--- config.mk ---
export PLATFORM = sky130hd
export DESIGN_NAME = mlhs_mac
export DESIGN_NICKNAME = d
export VERILOG_FILES = /design/src/rtl/mlhs_pkg.sv /design/src/rtl/mlhs_mac.sv
export SDC_FILE = /design/constraint.sdc
export NUM_CORES = 2
export LEC_CHECK = 0
export ABC_AREA = 1
export BUFFER_PORTS_ARGS = -buffer_cell sky130_fd_sc_hd__buf_4
export CAP_MARGIN = 30
export CORE_MARGIN = 4
export CORE_UTILIZATION = 55
export DETAILED_ROUTE_END_ITERATION = 10
export GPL_ROUTABILITY_DRIVEN = 1
export PLACE_DENSITY_LB_ADDON = 0.2
export SLEW_MARGIN = 5
export SYNTH_ARGS = -nofsm -noshare
export SYNTH_HDL_FRONTEND = slang
export SYNTH_SLANG_ARGS = --single-unit
--- constraint.sdc ---
create_clock -name clk -period 9 [get_ports clk]
set_clock_uncertainty 0.2 [all_clocks]
set_input_delay 0.9 -clock clk [delete_from_list [all_inputs] [get_ports clk]]
set_output_delay 0.9 -clock clk [all_outputs]
set_load 0.005 [all_outputs]
--- src/rtl/mlhs_pkg.sv ---
// Shared types, widths and constants for the lower-half matrix multiply sum unit.
`default_nettype none

package mlhs_pkg;

    localparam int DATA_W      = 64;
    localparam int HALF_W      = 32;
    localparam int KIND_W      = 2;
    localparam int IDX_W       = 4;
    localparam int SIZE_W      = 5;
    localparam int MAX_DIM_DEF = 16;
    localparam int MIN_DIM     = 2;
    localparam int HALF_DIV    = 2;

    localparam logic [SIZE_W-1:0] SIZE_RESET = SIZE_W'(16);

    typedef enum logic [KIND_W-1:0] {
        KIND_WRITE_A = 2'd0,
        KIND_WRITE_B = 2'd1,
        KIND_RUN     = 2'd2,
        KIND_READ_C  = 2'd3
    } kind_t;

    typedef struct packed {
        logic load;
        logic clear;
    } mac_ctl_t;

endpackage

`default_nettype wire

--- src/rtl/mlhs_mac.sv ---
// Shared multiply-accumulate unit: 64x64 low product from three passes of one 32x32 multiplier.
`default_nettype none

module mlhs_mac (
    input  wire logic                        clk,
    input  wire logic                        rst_n,
    input  wire mlhs_pkg::mac_ctl_t          ctl,
    input  wire logic [mlhs_pkg::DATA_W-1:0] op_a,
    input  wire logic [mlhs_pkg::DATA_W-1:0] op_b,
    output logic      [mlhs_pkg::DATA_W-1:0] acc,
    output logic                             busy
);
    import mlhs_pkg::*;

    typedef enum logic [4:0] {
        PH_IDLE = 5'b00001,
        PH_LL   = 5'b00010,
        PH_LH   = 5'b00100,
        PH_HL   = 5'b01000,
        PH_LAST = 5'b10000
    } phase_t;

    phase_t              phase_reg, phase_next;
    logic [DATA_W-1:0]   a_reg, b_reg;
    logic [DATA_W-1:0]   prod_reg, prod_next;
    logic [DATA_W-1:0]   acc_reg, acc_next;
    logic [HALF_W-1:0]   mul_a, mul_b;
    logic [DATA_W-1:0]   addend;

    always_comb
    begin
        mul_a      = a_reg[HALF_W-1:0];
        mul_b      = b_reg[HALF_W-1:0];
        addend     = '0;
        phase_next = phase_reg;
        case (phase_reg)
            PH_IDLE:
            begin
                if (ctl.load)
                begin
                    phase_next = PH_LL;
                end
            end
            PH_LL:
            begin
                phase_next = PH_LH;
            end
            PH_LH:
            begin
                // low x high cross term; add the low x low product
                mul_b      = b_reg[DATA_W-1:HALF_W];
                addend     = prod_reg;
                phase_next = PH_HL;
            end
            PH_HL:
            begin
                mul_a      = a_reg[DATA_W-1:HALF_W];
                addend     = {prod_reg[HALF_W-1:0], {HALF_W{1'b0}}};
                phase_next = PH_LAST;
            end
            PH_LAST:
            begin
                addend     = {prod_reg[HALF_W-1:0], {HALF_W{1'b0}}};
                phase_next = PH_IDLE;
            end
            default:
            begin
                phase_next = PH_IDLE;
            end
        endcase
        prod_next = DATA_W'(mul_a) * DATA_W'(mul_b);
        acc_next  = ctl.clear ? '0 : acc_reg + addend;
    end

    always_ff @(posedge clk or negedge rst_n)
    begin
        if (!rst_n)
        begin
            phase_reg <= PH_IDLE;
        end
        else
        begin
            phase_reg <= phase_next;
        end
    end

    always_ff @(posedge clk)
    begin
        if (phase_reg == PH_IDLE && ctl.load)
        begin
            a_reg <= op_a;
            b_reg <= op_b;
        end
        prod_reg <= prod_next;
        acc_reg  <= acc_next;
    end

    assign acc  = acc_reg;
    assign busy = (phase_reg != PH_IDLE);

endmodule

`default_nettype wire

==> Word level (Yosys, flattened, before mapping) <==
Cells that the tools add are included.
{ "classes": {"n_reduce_logical": 2, "n_lt_le_gt_ge": 0, "add_sub_neg": 1, "n_mux": 5, "shifts": 0, "bitwise": 0, "eq_ne": 7, "multipliers": 1, "div": 0} }
{ "ops": {"columns": ["op", "n"], "rows": [
  ["64-bit one-hot mux with 2 select lines", 1],
  ["64-bit adder", 1],
  ["32-bit by 32-bit multiplier with 64-bit output", 1],
  ["32-bit 2-to-1 mux", 2],
  ["5-bit one-hot mux with 4 select lines", 1],
  ["5-bit by 1-bit == test with 1-bit output (second input constant)", 1],
  ["5-bit by 2-bit == test with 1-bit output (second input constant)", 1],
  ["5-bit by 3-bit == test with 1-bit output (second input constant)", 1],
  ["5-bit by 4-bit == test with 1-bit output (second input constant)", 1],
  ["5-bit == test (second input constant)", 1],
  ["5-bit 2-to-1 mux", 1],
  ["5-bit by 1-bit != test with 1-bit output (second input constant)", 1],
  ["2-bit != test (second input constant)", 1],
  ["2-bit OR reduction", 1],
  ["1-bit logical AND", 1]
]} }
{ "totals": {"inputBits": 132, "latchBits": 0, "reg_bits": 261, "elab_cells": 21, "out_inout_bits": 65, "mem_bits_ro": 0, "mem_count": 0, "ramBits": 0} }

==> Longest topological paths before layout <==
{ "depth": {"ltp_word": 4, "ltp_mapped": 40, "mapped_depth_nobuf": 37} }

==> Least setup slack after synthesis <==
No wires, ideal clock.
{ "synth_path": {"path_type": "flip-flop to flip-flop", "startpoint": "register phase_reg[1]", "endpoint": "register prod_reg[51]", "arrival_ps": 7052, "path_stages_with_launch": 33, "t_required_ps": 8687, "slack_ps": 1636, "synth_period_minus_slack_ps": 7364, "setup_time_ps": 113, "n_path_buf": 3, "cell_sequence": "dfrtp_1 nor2_2 inv_2 nor4_4 inv_2 buf_6 o21ai_1 buf_4 buf_4 nand2_1 fa_1 inv_1 fa_1 inv_1 fa_1 inv_1 fa_1 fa_1 fa_1 fa_1 inv_1 fa_1 inv_1 ha_1 nand2_1 nor2_1 inv_1 nor2_1 inv_1 nor3_1 nand2_1 nand4_1 nand2_1"} }
{ "synth_via": {"elab_chain_cells": 3, "elab_cells_between_ends": 5, "cone_classes": "1 x mul; 2 x eq/ne; 2 x mux"} }
{ "synth_rtl": {"columns": ["item", "line", "text"], "rows": [
  ["start: declaration", "mlhs_mac.sv:23", "phase_t phase_reg, phase_next;"],
  ["start signal: assignment", "mlhs_mac.sv:83", "phase_reg <= phase_next;"],
  ["5-bit by 4-bit == test with 1-bit output or 5-bit by 3-bit == test with 1-bit output (tied branches)", "mlhs_mac.sv:36", "case (phase_reg)"],
  ["32-bit 2-to-1 mux", "mlhs_mac.sv:36", null],
  ["32-bit by 32-bit multiplier with 64-bit output *", "mlhs_mac.sv:71", "prod_next = DATA_W'(mul_a) * DATA_W'(mul_b);"],
  ["via prod_next[51]", "mlhs_mac.sv:25", "logic [DATA_W-1:0] prod_reg, prod_next;"],
  ["end signal: assignment", "mlhs_mac.sv:94", "prod_reg <= prod_next;"],
  ["end: declaration", "mlhs_mac.sv:25", null]
]} }
The timed path passes the listed nets; every way through them passes the cells marked *.
A chain may end at the register's enable or synchronous reset.

==> Worst setup path after layout <==
{ "layout_path": {"startpoint": "register phase_reg[2]", "endpoint": "register prod_reg[57]"} }
The elaborated chain is that of the path after synthesis.

==> results_dict.tcl <==
set metrics [dict create \
    path_max_fanout 13 \
    first_pass_iters 6 \
    start_util_pct 55.4 \
    hold_violations 0 \
    slowest_delay_ns 0.58 \
    antenna_found_initial 3 \
    cp_slowest_cell "fa_1" \
    wire_per_inst_um 22.0 \
    fin_nets 7767 \
    setup_slack_ns 0.296 \
    synth_cell_types 39 \
    grt.busiest_layer "met2" \
    synth-seq-cells 261 \
    place_hpwl_um 144000 \
    root_buffer "clkbuf_16" \
    syn_area_per_cell_um2 7.76 \
    crit_path_start_kind "register" \
    postRouteAntennaNets 0 \
    numCtsBuffers 36 \
    fin_crit_ns 8.70 \
    fmax_mhz 115 \
    fin_util_pct 60.6 \
    io_buffer_count 196 \
    crit_required_ns 9.29 \
    critical_path_class "reg2reg" \
    use_met3_pct 7.44 \
    finalSetupViolations 0 \
    die_w_um 303 \
    cts_tree "built" \
    clk_path_buf_depth 3 \
    ys_warn_count 0 \
    seq_area_frac_synth_pct 13.6 \
    gp_congestion 1.04 \
    synth_area_leaders "fa_1, inv_1, nand2_1, ha_1, edfxtp_1" \
    track_usage_pct 37.2 \
    hold_class "in2reg" \
    slew_headroom_pct 39.2 \
    diodes 0 \
    avgViaCountPerCell 5.39 \
    drc 0 \
    dieArea_um2 92000 \
    critPathCaptureType "register" \
    fp.dieH_um 303 \
    dp_slack_ns 0.108 \
    holdWs_ns 0.259 \
    worstMarginPinSlew_ns 0.912 \
    path_clk_slew_ns 0.06 \
    grt_pass1_vias 42100 \
    vias 41000 \
    met2_usage_pct 59.1 \
    post_cts_buffers 0 \
    crit_path_frequent_cell "fa_1" \
    syn_area_um2 48000 \
    core_area_um2 86600 \
    rsz0062_at_grt "yes" \
    drt_iter0_markers 3688 \
    netlist.area_leader.share_pct 37.4 \
    row_count 108 \
    cts_sinks 261 \
    critPathArrivalTime_ns 8.99 \
    grt_start_max_net_pins 72 \
    htreeDepth 2 \
    use_met1_pct 48.2 \
    syn_inst 6178 \
    finalCritPeriodShare_pct 96.7 \
    synth_edf_count 128 \
    ioPinCount 197 \
    synthFlopType "edfxtp_1" \
    clk_latency_ns 0.63 \
    syn-num-nets 7533 \
    status "complete, no violations" \
    grt_pass1_wl_um 253000 \
    max_cap_viol_count 0 \
    async_flop_share_pct 1.92 \
    grt_overflow_total 0 \
    synth_top_area_cell "fa_1" \
    drv_slew 0 \
    wl_um 167000 \
    areaGrowthSynthToFinish_pct 9.45 \
    drive_above_1_share_pct 8.40 \
]
-- routing by layer --
layer / up-vias / wire, µm
met5: - / 13
met4: 2 / 11800
met3: 493 / 16100
met2: 2075 / 75500
met1: 20000 / 63900
li1: 18400 / -
-- cells in the mapped netlist (20+ instances only) --
| master | count |
|---|---|
| clkbuf_1 | 34 |
| edfxtp_1 | 128 |
| inv_2 | 37 |
| nor2_1 | 873 |
| xor2_1 | 34 |
| o21ai_2 | 21 |
| o21ai_0 | 113 |
| buf_2 | 102 |
| dfxtp_1 | 128 |
| nand2_1 | 1497 |
| nand3_1 | 111 |
| ha_1 | 326 |
| inv_1 | 1517 |
| o21ai_4 | 31 |
| a21oi_1 | 174 |
| fa_1 | 897 |
| buf_6 | 20 |
-- cell families after synthesis --
group / synth area share, %
simple gates: 20.6
compound gates: 4.84
flops: 13.6
buf+inv: 14.4
xor+xnor: 0.694
fa+ha+maj: 45.9
-- metrics by stage --
| stage | instance area (µm²) | setup TNS, ns | instances |
|---|---|---|---|
| after floorplan | 48000 | 0 | 6178 |
| after global placement | 51300 | 0 | 7528 |
| after detailed placement | 51300 | 0 | 7528 |
| after CTS | 52500 | 0 | 7595 |
| after global routing | 52500 | -0.0254 | 7595 |
| final | 52500 | 0 | 7595 |
-- layout by cell type, fill, tap and decap left out, drive strengths merged, types with 128 or more instances in the layout --
cell and instances:
edfxtp 128, inv 1556, nand2 1497, dfxtp 128
a21oi 174, buf 373, nor2 875, o21ai 177
fa 897, ha 326
-- critical path: cells and delay by family, from the launching register on --
family,cells,cell delay [ns]
adder cells (fa/ha/maj),9,3.96
AND/OR/NAND/NOR,11,2.24
buffers and inverters,8,1.56
flip-flops,1,0.41
AO/OA/AOI/OAI,1,0.18
-- path summary, 6_finish.rpt --
kind                                          start                       end  slack (ns)  cells past startpoint
setup / recovery           phase_reg[2]$_DFFE_PN0P_      prod_reg[57]$_DFF_P_        0.30                     29
hold / removal                             op_b[22]       b_reg[22]$_DFFE_PP_        0.26                      1
setup reg to reg           phase_reg[2]$_DFFE_PN0P_      prod_reg[57]$_DFF_P_        0.30                     29
hold reg to reg            phase_reg[4]$_DFFE_PN0P_  phase_reg[2]$_DFFE_PN0P_        0.37                      1
max in group asynchronous                     rst_n  phase_reg[0]$_DFFE_PN1P_        7.96                      2
min in group asynchronous                     rst_n  phase_reg[1]$_DFFE_PN0P_        0.44                      2
-- timing repair --
| item | in CTS | in global routing |
|---|---|---|
| resized for setup | 0 | 5 |
| hold buffers | 1 | 0 |
| setup endpoints to repair | 0 | 28 |
| hold endpoints to repair | 4 | 0 |
-- cell type report --
class | instances | area [µm²]
Multi-Input combinational cell | 4175 | 34600
Fill cell | 7980 | 34100
Tap cell | 1155 | 1450
Timing Repair Buffer | 374 | 2820
Inverter | 1564 | 5880
Clock inverter | 23 | 258
Sequential cell | 261 | 6530
Clock buffer | 43 | 957
Power is not shown: default switching activity piles up to over one toggle a cycle in this logic, so the estimate is an artifact.
